## src/sv/rcs_pkg.sv

```systemverilog
// Shared types and constants for the RGB contrast stretch block.
`timescale 1ns / 1ps
`default_nettype none

package rcs_pkg;

   // Default channel sample width.
   localparam int SAMPLE_BITS_DEFAULT = 8;

   // Operation codes carried with each request; code 3 is unused and ignored.
   typedef enum logic [1:0] {
      OP_CLEAR   = 2'd0,
      OP_MEASURE = 2'd1,
      OP_STRETCH = 2'd2
   } op_type;

   // Sequencer states.
   typedef enum logic [1:0] {
      ST_IDLE   = 2'd0,
      ST_DIVIDE = 2'd1,
      ST_DRAIN  = 2'd2
   } state_type;

   // Commands from the sequencer to every channel lane.
   typedef struct packed {
      logic clear;
      logic measure;
      logic load;
      logic step;
   } lane_cmd_type;

endpackage

`default_nettype wire

```

## src/sv/rgb_contrast_stretch_top.sv

```systemverilog
// Top level of the RGB contrast stretch block: three channel lanes and their sequencer.
// Clear and measure transactions produce no result.
// A stretch transaction runs SAMPLE_BITS divider steps in every lane (the restoring divider),
// then merges the lane results into the output register once that register is free; no new
// request is accepted until the stretch has left the drain state.
// Synchronous reset sets each minimum to full scale, each maximum to zero, and empties the output.
`timescale 1ns / 1ps
`default_nettype none

module rgb_contrast_stretch_top #(
   parameter int SAMPLE_BITS = rcs_pkg::SAMPLE_BITS_DEFAULT
) (
   input  wire logic                     clock,
   input  wire logic                     reset,
   input  wire logic                     req_valid,
   output logic                          req_stall,
   input  wire logic [1:0]               req_operation,
   input  wire logic [SAMPLE_BITS-1:0]   req_blue_in,
   input  wire logic [SAMPLE_BITS-1:0]   req_green_in,
   input  wire logic [SAMPLE_BITS-1:0]   req_red_in,
   output logic                          rsp_valid,
   input  wire logic                     rsp_stall,
   output logic      [SAMPLE_BITS-1:0]   rsp_blue_out,
   output logic      [SAMPLE_BITS-1:0]   rsp_green_out,
   output logic      [SAMPLE_BITS-1:0]   rsp_red_out
);

   // The sequencer issues the same command to every lane; each lane keeps its own
   // channel statistics and divides its own sample, so the three work side by side.
   rcs_pkg::lane_cmd_type  cmd;
   logic [SAMPLE_BITS-1:0] blue_res;
   logic [SAMPLE_BITS-1:0] green_res;
   logic [SAMPLE_BITS-1:0] red_res;

   rcs_lane #(.SAMPLE_BITS(SAMPLE_BITS)) u_lane_blue (
      .clock  (clock),
      .reset  (reset),
      .cmd    (cmd),
      .sample (req_blue_in),
      .result (blue_res)
   );

   rcs_lane #(.SAMPLE_BITS(SAMPLE_BITS)) u_lane_green (
      .clock  (clock),
      .reset  (reset),
      .cmd    (cmd),
      .sample (req_green_in),
      .result (green_res)
   );

   rcs_lane #(.SAMPLE_BITS(SAMPLE_BITS)) u_lane_red (
      .clock  (clock),
      .reset  (reset),
      .cmd    (cmd),
      .sample (req_red_in),
      .result (red_res)
   );

   // The sequencer also merges the lane results into one response transaction, and the
   // output register lets a new transaction enter while a response still waits.
   rcs_ctrl #(.SAMPLE_BITS(SAMPLE_BITS)) u_ctrl (
      .clock         (clock),
      .reset         (reset),
      .req_valid     (req_valid),
      .req_stall     (req_stall),
      .req_operation (req_operation),
      .cmd           (cmd),
      .blue_res      (blue_res),
      .green_res     (green_res),
      .red_res       (red_res),
      .rsp_valid     (rsp_valid),
      .rsp_stall     (rsp_stall),
      .rsp_blue_out  (rsp_blue_out),
      .rsp_green_out (rsp_green_out),
      .rsp_red_out   (rsp_red_out)
   );

endmodule

`default_nettype wire

```

## src/sv/rcs_lane.sv

```systemverilog
// One channel lane: running minimum and maximum plus a restoring divider for the stretch.
`timescale 1ns / 1ps
`default_nettype none

module rcs_lane #(
   parameter int SAMPLE_BITS = rcs_pkg::SAMPLE_BITS_DEFAULT
) (
   input  wire logic                     clock,
   input  wire logic                     reset,
   input  wire rcs_pkg::lane_cmd_type    cmd,
   input  wire logic [SAMPLE_BITS-1:0]   sample,
   output logic      [SAMPLE_BITS-1:0]   result
);

   localparam int W = SAMPLE_BITS;
   localparam logic [W-1:0] FULL = {W{1'b1}};

   logic [W-1:0]   low_ff, low_in;
   logic [W-1:0]   high_ff, high_in;
   logic [W-1:0]   rem_ff, rem_in;
   logic [W-1:0]   quo_ff, quo_in;
   logic [W-1:0]   div_ff, div_in;
   logic [W-1:0]   spec_val_ff, spec_val_in;
   logic           spec_ff, spec_in;

   logic [W-1:0]   offset;
   logic [2*W-1:0] numerator;
   logic [W:0]     shifted;
   logic [W+1:0]   trial;
   logic           fits;

   // Offset above the minimum, scaled by full scale as a shift and one subtract.
   assign offset    = sample - low_ff;
   assign numerator = {offset, {W{1'b0}}} - {{W{1'b0}}, offset};

   // One restoring step: bring down the next numerator bit and try the divisor.
   assign shifted = {rem_ff, quo_ff[W-1]};
   assign trial   = {1'b0, shifted} - {2'b00, div_ff};
   assign fits    = ~trial[W+1];

   always_comb begin
      low_in      = low_ff;
      high_in     = high_ff;
      rem_in      = rem_ff;
      quo_in      = quo_ff;
      div_in      = div_ff;
      spec_in     = spec_ff;
      spec_val_in = spec_val_ff;
      if (cmd.clear) begin
         low_in  = FULL;
         high_in = '0;
      end
      if (cmd.measure) begin
         if (sample < low_ff) begin
            low_in = sample;
         end
         if (sample > high_ff) begin
            high_in = sample;
         end
      end
      if (cmd.load) begin
         rem_in = numerator[2*W-1:W];
         quo_in = numerator[W-1:0];
         div_in = high_ff - low_ff;
         priority if (high_ff <= low_ff) begin
            spec_in     = 1'b1;
            spec_val_in = '0;
         end else if (sample <= low_ff) begin
            spec_in     = 1'b1;
            spec_val_in = '0;
         end else if (sample >= high_ff) begin
            spec_in     = 1'b1;
            spec_val_in = FULL;
         end else begin
            spec_in     = 1'b0;
            spec_val_in = '0;
         end
      end
      if (cmd.step) begin
         rem_in = fits ? trial[W-1:0] : shifted[W-1:0];
         quo_in = {quo_ff[W-2:0], fits};
      end
   end

   always_ff @(posedge clock) begin
      if (reset) begin
         low_ff  <= FULL;
         high_ff <= '0;
      end else begin
         low_ff  <= low_in;
         high_ff <= high_in;
      end
   end

   always_ff @(posedge clock) begin
      rem_ff      <= rem_in;
      quo_ff      <= quo_in;
      div_ff      <= div_in;
      spec_ff     <= spec_in;
      spec_val_ff <= spec_val_in;
   end

   assign result = spec_ff ? spec_val_ff : quo_ff;

endmodule

`default_nettype wire

```

## src/sv/rcs_ctrl.sv

```systemverilog
// Sequencer for the lanes and merging output register for the three channel results.
`timescale 1ns / 1ps
`default_nettype none

module rcs_ctrl #(
   parameter int SAMPLE_BITS = rcs_pkg::SAMPLE_BITS_DEFAULT
) (
   input  wire logic                     clock,
   input  wire logic                     reset,
   input  wire logic                     req_valid,
   output logic                          req_stall,
   input  wire logic [1:0]               req_operation,
   output rcs_pkg::lane_cmd_type         cmd,
   input  wire logic [SAMPLE_BITS-1:0]   blue_res,
   input  wire logic [SAMPLE_BITS-1:0]   green_res,
   input  wire logic [SAMPLE_BITS-1:0]   red_res,
   output logic                          rsp_valid,
   input  wire logic                     rsp_stall,
   output logic      [SAMPLE_BITS-1:0]   rsp_blue_out,
   output logic      [SAMPLE_BITS-1:0]   rsp_green_out,
   output logic      [SAMPLE_BITS-1:0]   rsp_red_out
);

   localparam int CW = $clog2(SAMPLE_BITS);
   localparam logic [CW-1:0] LAST_STEP = CW'(SAMPLE_BITS - 1);

   rcs_pkg::state_type state_ff, state_in;
   logic [CW-1:0]      cnt_ff, cnt_in;
   logic               out_valid_ff, out_valid_in;
   logic [SAMPLE_BITS-1:0] blue_ff, blue_in, green_ff, green_in, red_ff, red_in;

   logic accept;
   logic out_free;
   logic load_out;
   rcs_pkg::op_type op;

   assign op       = rcs_pkg::op_type'(req_operation);
   assign accept   = req_valid && !req_stall;
   assign out_free = !out_valid_ff || !rsp_stall;
   assign load_out = (state_ff == rcs_pkg::ST_DRAIN) && out_free;

   // Next state.
   always_comb begin
      state_in = state_ff;
      cnt_in   = cnt_ff;
      unique case (state_ff)
         rcs_pkg::ST_IDLE: begin
            if (accept && op == rcs_pkg::OP_STRETCH) begin
               state_in = rcs_pkg::ST_DIVIDE;
               cnt_in   = LAST_STEP;
            end
         end
         rcs_pkg::ST_DIVIDE: begin
            if (cnt_ff == '0) begin
               state_in = rcs_pkg::ST_DRAIN;
            end else begin
               cnt_in = cnt_ff - 1'b1;
            end
         end
         rcs_pkg::ST_DRAIN: begin
            if (out_free) begin
               state_in = rcs_pkg::ST_IDLE;
            end
         end
         default: begin
            state_in = rcs_pkg::ST_IDLE;
         end
      endcase
   end

   // Outputs to the lanes and the request side.
   always_comb begin
      req_stall   = 1'b1;
      cmd.clear   = 1'b0;
      cmd.measure = 1'b0;
      cmd.load    = 1'b0;
      cmd.step    = 1'b0;
      unique case (state_ff)
         rcs_pkg::ST_IDLE: begin
            req_stall = 1'b0;
            unique case (op)
               rcs_pkg::OP_CLEAR:   cmd.clear   = req_valid;
               rcs_pkg::OP_MEASURE: cmd.measure = req_valid;
               rcs_pkg::OP_STRETCH: cmd.load    = req_valid;
               default: ;
            endcase
         end
         rcs_pkg::ST_DIVIDE: begin
            cmd.step = 1'b1;
         end
         default: ;
      endcase
   end

   // Merge the lane results into the output register.
   always_comb begin
      out_valid_in = out_valid_ff && rsp_stall;
      blue_in      = blue_ff;
      green_in     = green_ff;
      red_in       = red_ff;
      if (load_out) begin
         out_valid_in = 1'b1;
         blue_in      = blue_res;
         green_in     = green_res;
         red_in       = red_res;
      end
   end

   always_ff @(posedge clock) begin
      if (reset) begin
         state_ff     <= rcs_pkg::ST_IDLE;
         cnt_ff       <= '0;
         out_valid_ff <= 1'b0;
      end else begin
         state_ff     <= state_in;
         cnt_ff       <= cnt_in;
         out_valid_ff <= out_valid_in;
      end
   end

   always_ff @(posedge clock) begin
      blue_ff  <= blue_in;
      green_ff <= green_in;
      red_ff   <= red_in;
   end

   assign rsp_valid     = out_valid_ff;
   assign rsp_blue_out  = blue_ff;
   assign rsp_green_out = green_ff;
   assign rsp_red_out   = red_ff;

endmodule

`default_nettype wire
```

## config.mk

```make
export PLATFORM = sky130hd
export DESIGN_NAME = rgb_contrast_stretch_top
export DESIGN_NICKNAME = d
export VERILOG_FILES = /design/src/sv/rcs_pkg.sv /design/src/sv/rgb_contrast_stretch_top.sv /design/src/sv/rcs_lane.sv /design/src/sv/rcs_ctrl.sv
export SDC_FILE = /design/constraint.sdc
export NUM_CORES = 1
export LEC_CHECK = 0
export BUFFER_PORTS_ARGS = -buffer_cell sky130_fd_sc_hd__buf_2
export CORE_ASPECT_RATIO = 1.4
export CORE_MARGIN = 3
export CORE_UTILIZATION = 39
export DETAILED_ROUTE_END_ITERATION = 6
export PLACE_DENSITY = 0.59
export SYNTH_ARGS = -nofsm -noshare
export SYNTH_HDL_FRONTEND = slang
export SYNTH_SLANG_ARGS = --single-unit
```

## constraint.sdc

```tcl
create_clock -name clock -period 2.6 [get_ports clock]
set_input_delay 0 -clock clock [delete_from_list [all_inputs] [get_ports clock]]
set_output_delay 0 -clock clock [all_outputs]
set_load 0.05 [all_outputs]
```

### After elaboration in Yosys (flattened, before gate mapping)

Index checks and enable logic that the tools add are counted.

* input bits: 30
* output and inout port bits: 26
* word-level logic and storage cells: 139
* register bits: 177

* bitwise operators: 3
* multiplexer cells: 56
* $lt $le $gt $ge: 15
* eq/ne operators: 8
* reductions and logical operators: 17
* $add $sub $neg: 13

Operators by type and width (count)
* 8-bit 2-to-1 mux: 39
* 8-bit less-or-equal comparator: 6
* 16-bit by 8-bit subtractor with 16-bit output: 3
* 8-bit subtractor: 6
* 9-bit by 8-bit subtractor with 10-bit output: 3
* 8-bit greater-or-equal comparator: 3
* 8-bit greater-than comparator: 3
* 8-bit < comparator: 3
* 1-bit 2-to-1 mux: 9
* 3-bit 2-to-1 mux: 3
* 2-bit 2-to-1 mux: 3
* 2-bit case mux with 3 select lines: 1
* 3-bit case mux with 2 select lines: 1
* 3-bit AND reduction: 2
* 2-bit OR reduction: 3
* 2-bit by 1-bit equality test with 1-bit output (second input constant): 2
* 2-bit equality test (second input constant): 2
* 1-bit logical AND: 4
* 2-bit zero test: 2
* 2-bit by 1-bit != test with 1-bit output (second input constant): 2
* 2-bit != test (second input constant): 2
* 2-bit nonzero test: 2
* 3-bit zero test: 1
* 1-bit inverter: 3
* other kinds (3): 4

### Longest topological paths before layout

* depth after elaboration: 6
* gate-level depth with buffers: 12
* mapped depth without buffers: 11

### Cells and area by module

From an unflattened synthesis, not the netlist that was laid out.

* cell total of the unflattened synthesis: 1199
* area total of the unflattened synthesis: 11203.2 um^2

Modules (own cells, without submodules)
* rcs_lane (u_lane_blue): sequential area each 1101.1 um^2, cells each 392, instances 1, area each 3462.1 um^2
* rcs_lane (u_lane_red): sequential area each 1101.1 um^2, cells each 373, instances 1, area each 3343.2 um^2
* rcs_lane (u_lane_green): sequential area each 1101.1 um^2, cells each 373, instances 1, area each 3319.4 um^2
* rcs_ctrl: sequential area each 840.8 um^2, cells each 61, instances 1, area each 1078.5 um^2

### Least setup slack after synthesis

No wires, ideal clock.

* kind: reg-to-reg
* from: reg u_lane_red.low_ff[0]
* to: reg u_lane_red.rem_ff[6] (data pin)
* data arrival time: 2722 ps
* required time: 2454 ps
* clock period less this slack: 2868 ps
* setup slack: -268 ps
* buffers on the path: 1
* setup time: 146 ps
* stages on the path, launching flop included: 11
* path through: dfxtp_1 -> ha_1 -> inv_1 -> fa_1 -> a21o_1 -> a21o_1 -> xor2_1 -> or4_1 -> buf_2 -> or4_1 -> a21oi_1

* longest elaborated chain between the ends: 4

RTL lines
* start: declaration: line rcs_lane.sv:18 `logic [W-1:0] low_ff, low_in;`
* start signal: assignment: line rcs_lane.sv:90 `low_ff <= low_in;`
* 8-bit subtractor: line rcs_lane.sv:33 `assign offset = sample - low_ff;`
* 16-bit by 8-bit subtractor with 16-bit output: line rcs_lane.sv:34 `assign numerator = {offset, {W{1'b0}}} - {{W{1'b0}}, offset};`
* 8-bit 2-to-1 mux: line rcs_lane.sv:61 `if (cmd.load) begin`
* 8-bit 2-to-1 mux: line rcs_lane.sv:79 `if (cmd.step) begin`
* named net u_lane_red.rem_in[6]: line rcs_lane.sv:20 `logic [W-1:0] rem_ff, rem_in;`
* end signal: assignment: line rcs_lane.sv:96 `rem_ff <= rem_in;`
* end: declaration: line rcs_lane.sv:20

The timed path passes the listed nets, and every way through them passes these cells. The select of a mux whose other input is x is not followed.
A chain may end at the register's enable or synchronous reset.

### Worst setup path after layout

* from: in req_blue_in[0]
* to: reg u_lane_blue.rem_ff[0] (data pin)

* longest elaborated chain between the ends: 4

RTL lines
* start: declaration: line rgb_contrast_stretch_top.sv:18 `input wire logic [SAMPLE_BITS-1:0] req_blue_in,`
* 8-bit subtractor: line rcs_lane.sv:33
* 16-bit by 8-bit subtractor with 16-bit output: line rcs_lane.sv:34
* 8-bit 2-to-1 mux: line rcs_lane.sv:61
* 8-bit 2-to-1 mux: line rcs_lane.sv:79
* named net u_lane_blue.rem_in[0]: line rcs_lane.sv:20
* end signal: assignment: line rcs_lane.sv:96
* end: declaration: line rcs_lane.sv:20

The timed path passes the listed nets, and every way through them passes these cells. The select of a mux whose other input is x is not followed.

==> results_dict.tcl <==
set metrics [dict create \
    coreArea_um2 26300 \
    fillerInstances 2443 \
    clock-sinks 156 \
    area_growth_pct 25.6 \
    hp-class "in -> reg" \
    cts_inserted_buffers 17 \
    synthTopCellsByArea "edfxtp_1, ha_1, dfxtp_1" \
    gr-total-overflow 0 \
    power_density_nw_per_um2 520 \
    first_iter_violations 498 \
    layout-drive-gt1-share_pct 22.3 \
    fin_skew_ns 0.00777 \
    vias 8622 \
    gr-usage-all-layers_pct 17.5 \
    htreeDepth 4 \
    netlist_instances 1137 \
    hpwl_um 18800 \
    hold_viol_final 0 \
    drv_slew 0 \
    final_cell_area_um2 13200 \
    die_y_um 200 \
    fp.dieW_um 145 \
    ant_nets 0 \
    clk_pin_slew_worst_paths_ns 0.07 \
    start_util_pct 39.9 \
    endpoint_kind "flop" \
    async_flop_share_pct 0 \
    cts_tree "yes" \
    outcome "complete, but fails checks" \
    finalPower_mw 6.85 \
    critPathRequiredTime_ns 2.88 \
    fp.dieArea_um2 28900 \
    setup-tns-final_ns -0.287 \
    portBuffers 55 \
    clockBufferDepth 2 \
    synth_cell_types 68 \
    syn_area_um2 10500 \
    grt_pass1_vias 8526 \
    synth_area_per_cell_um2 9.23 \
    fmax_mhz 372 \
    io_pins 56 \
    worstSetupPathType "in -> reg" \
    synth_nets 1277 \
    cp.arrival_ns 2.96 \
    yosysWarnings 0 \
    synth_edf_count 102 \
    hold_slack_ns 0.0389 \
    wl_per_cell_um 15.3 \
    crit_fanout 5 \
    routabilityCongestion 0.865 \
    drc_errors 0 \
    p_leak_nw 5.65 \
    min_period_ns 2.69 \
    synth_top_cell_area_share_pct 29.2 \
    final_common_cell "inv_1" \
    routed_wl_um 25100 \
    drv_cap 0 \
    synth-seq-cells 156 \
    clk_latency_ns 0.44 \
    diodes 0 \
    synthFlopType "edfxtp_1" \
    layout_setup_ws_ns -0.0863 \
    seq_area_frac_synth_pct 39.5 \
    synth_top_area_cell "edfxtp_1" \
    worst_pin_slew_ns 0.580 \
    worstSetupStartpointType "input port" \
    final_cell_mix "inv_1, nor2_1, edfxtp_1" \
    vias_per_cell 5.25 \
    fin_nets 1446 \
    antenna_found_initial 0 \
    timing.final.crit_share_pct 103 \
    placed_cell_area_um2 11800 \
    cts-root-buf "clkbuf_16" \
    failed_checks "negative setup slack" \
    drtPass1Iterations 4 \
    rsz0062_at_grt "yes" \
    peakVddDrop_mv 0.505 \
    setup_viol 7 \
    grt_max_degree 33 \
    rows 70 \
    slew_headroom_pct 61.2 \
    grt_first_pass_wirelength_um 41000 \
]
routing by layer:
metal	up-vias	GRT usage (%)	share of wire [%]
met5	-	0	0
met4	0	6.12	2.3
met3	36	2.91	3.1
met2	141	28.5	47
met1	4009	23.6	47
li1	4436	-	-
worst max-delay path, cell delays in order:
cell           delay (ns)
buf_2                0.09
dlygate4sd3_1        0.58
inv_2                0.12
ha_4                 0.15
inv_2                0.03
fa_2                 0.34
a21o_1               0.17
a21oi_2              0.14
buf_4                0.14
xnor2_2              0.07
or4_4                0.54
or4_4                0.43
o211ai_1             0.17
state kept, by name, indices dropped and copies added, names as in the netlist, 8 cells and up:
| name | flops |
|---|---|
| u_lane_red.rem_ff | 8 |
| u_lane_green.quo_ff | 8 |
| u_lane_red.div_ff | 8 |
| u_ctrl.rsp_red_out | 8 |
| u_lane_red.low_ff | 8 |
| u_ctrl.rsp_blue_out | 8 |
| u_lane_blue.rem_ff | 8 |
| u_lane_green.rem_ff | 8 |
| u_ctrl.rsp_green_out | 8 |
| u_lane_red.quo_ff | 8 |
| u_lane_green.low_ff | 8 |
| u_lane_blue.quo_ff | 8 |
| u_lane_green.high_ff | 8 |
| u_lane_blue.div_ff | 8 |
| u_lane_blue.low_ff | 8 |
| u_lane_green.div_ff | 8 |
| u_lane_red.high_ff | 8 |
| u_lane_blue.high_ff | 8 |
where the power goes:
group / internal [mW] / switching (mW)
sequential: 2.80 / 0.0564
clock: 1.33 / 1.07
combinational: 0.735 / 0.858
total: 4.87 / 1.99
cells by family (layout without fill, tap and decap cells):
logic type / count (synthesis) / count (layout) / share of synthesized area (%)
and+or+nand+nor: 333 / 333 / 15.4
AOI/OAI and AO/OA: 305 / 305 / 19.4
buffers and inverters: 167 / 349 / 5.99
DFF: 156 / 156 / 39.5
adders and majority gates: 110 / 110 / 13.8
xor gates and xnor gates: 38 / 38 / 3.17
muxes: 28 / 28 / 2.74
final timing paths:
path / slack (ns) / to / start / cells after the start
worst max-delay path: -0.09 / u_lane_blue.rem_ff[0] / req_blue_in[0] / 13
worst min-delay path: 0.04 / u_ctrl.cnt_ff[2] / req_operation[1] / 3
worst max register to register: -0.06 / u_lane_red.rem_ff[6] / u_lane_red.low_ff[0] / 10
worst min register to register: 0.51 / u_lane_blue.low_ff[7] / u_lane_blue.low_ff[7] / 2
layout make-up:
cell class | instances | area [um^2] | area share, %
multi-input combinational | 814 | 6180 | 46.9
sequential | 156 | 4150 | 31.5
timing repair buffer | 185 | 1380 | 10.5
inverter | 132 | 495 | 3.76
clock buffer | 18 | 429 | 3.26
tap | 324 | 405 | 3.08
clock inverter | 14 | 139 | 1.05
through the flow:
stage | setup WS, ns | utilization, % | instances
after CTS | -0.0828 | 48.8 | 1635
after global placement | -0.101 | 44.9 | 1570
after detailed placement | -0.169 | 44.9 | 1570
after floorplan | -0.109 | - | 1137
final | -0.0863 | 50.2 | 1643
after global routing | -0.149 | 50.2 | 1643
repair_timing:
item / CTS / global route
cloned: 1 / 0
hold buffers: 26 / 1
endpoints found under the hold margin: 57 / 2
setup buffers: 6 / 8
gates resized for setup: 32 / 74
pin swaps: 21 / 35
endpoints found under the setup margin: 35 / 41
cells in the mapped netlist (10+ instances only):
cell      number
nor2_1       118
edfxtp_1     102
a21oi_1       49
mux2i_1       22
nor2b_1       34
nor4_1        10
nand2b_1      11
dfxtp_1       54
clkbuf_1      30
inv_1        131
xnor2_1       28
a211oi_1      22
ha_1         101
nand4_1       18
o31ai_1       11
nor3_1        39
a31oi_1       10
o21a_1        22
o21bai_1      20
o21ai_0       78
a21boi_0      13
nand2_1       61
a21o_1        23
xor2_1        10
No activity file was read; power rests on OpenSTA's default activity.
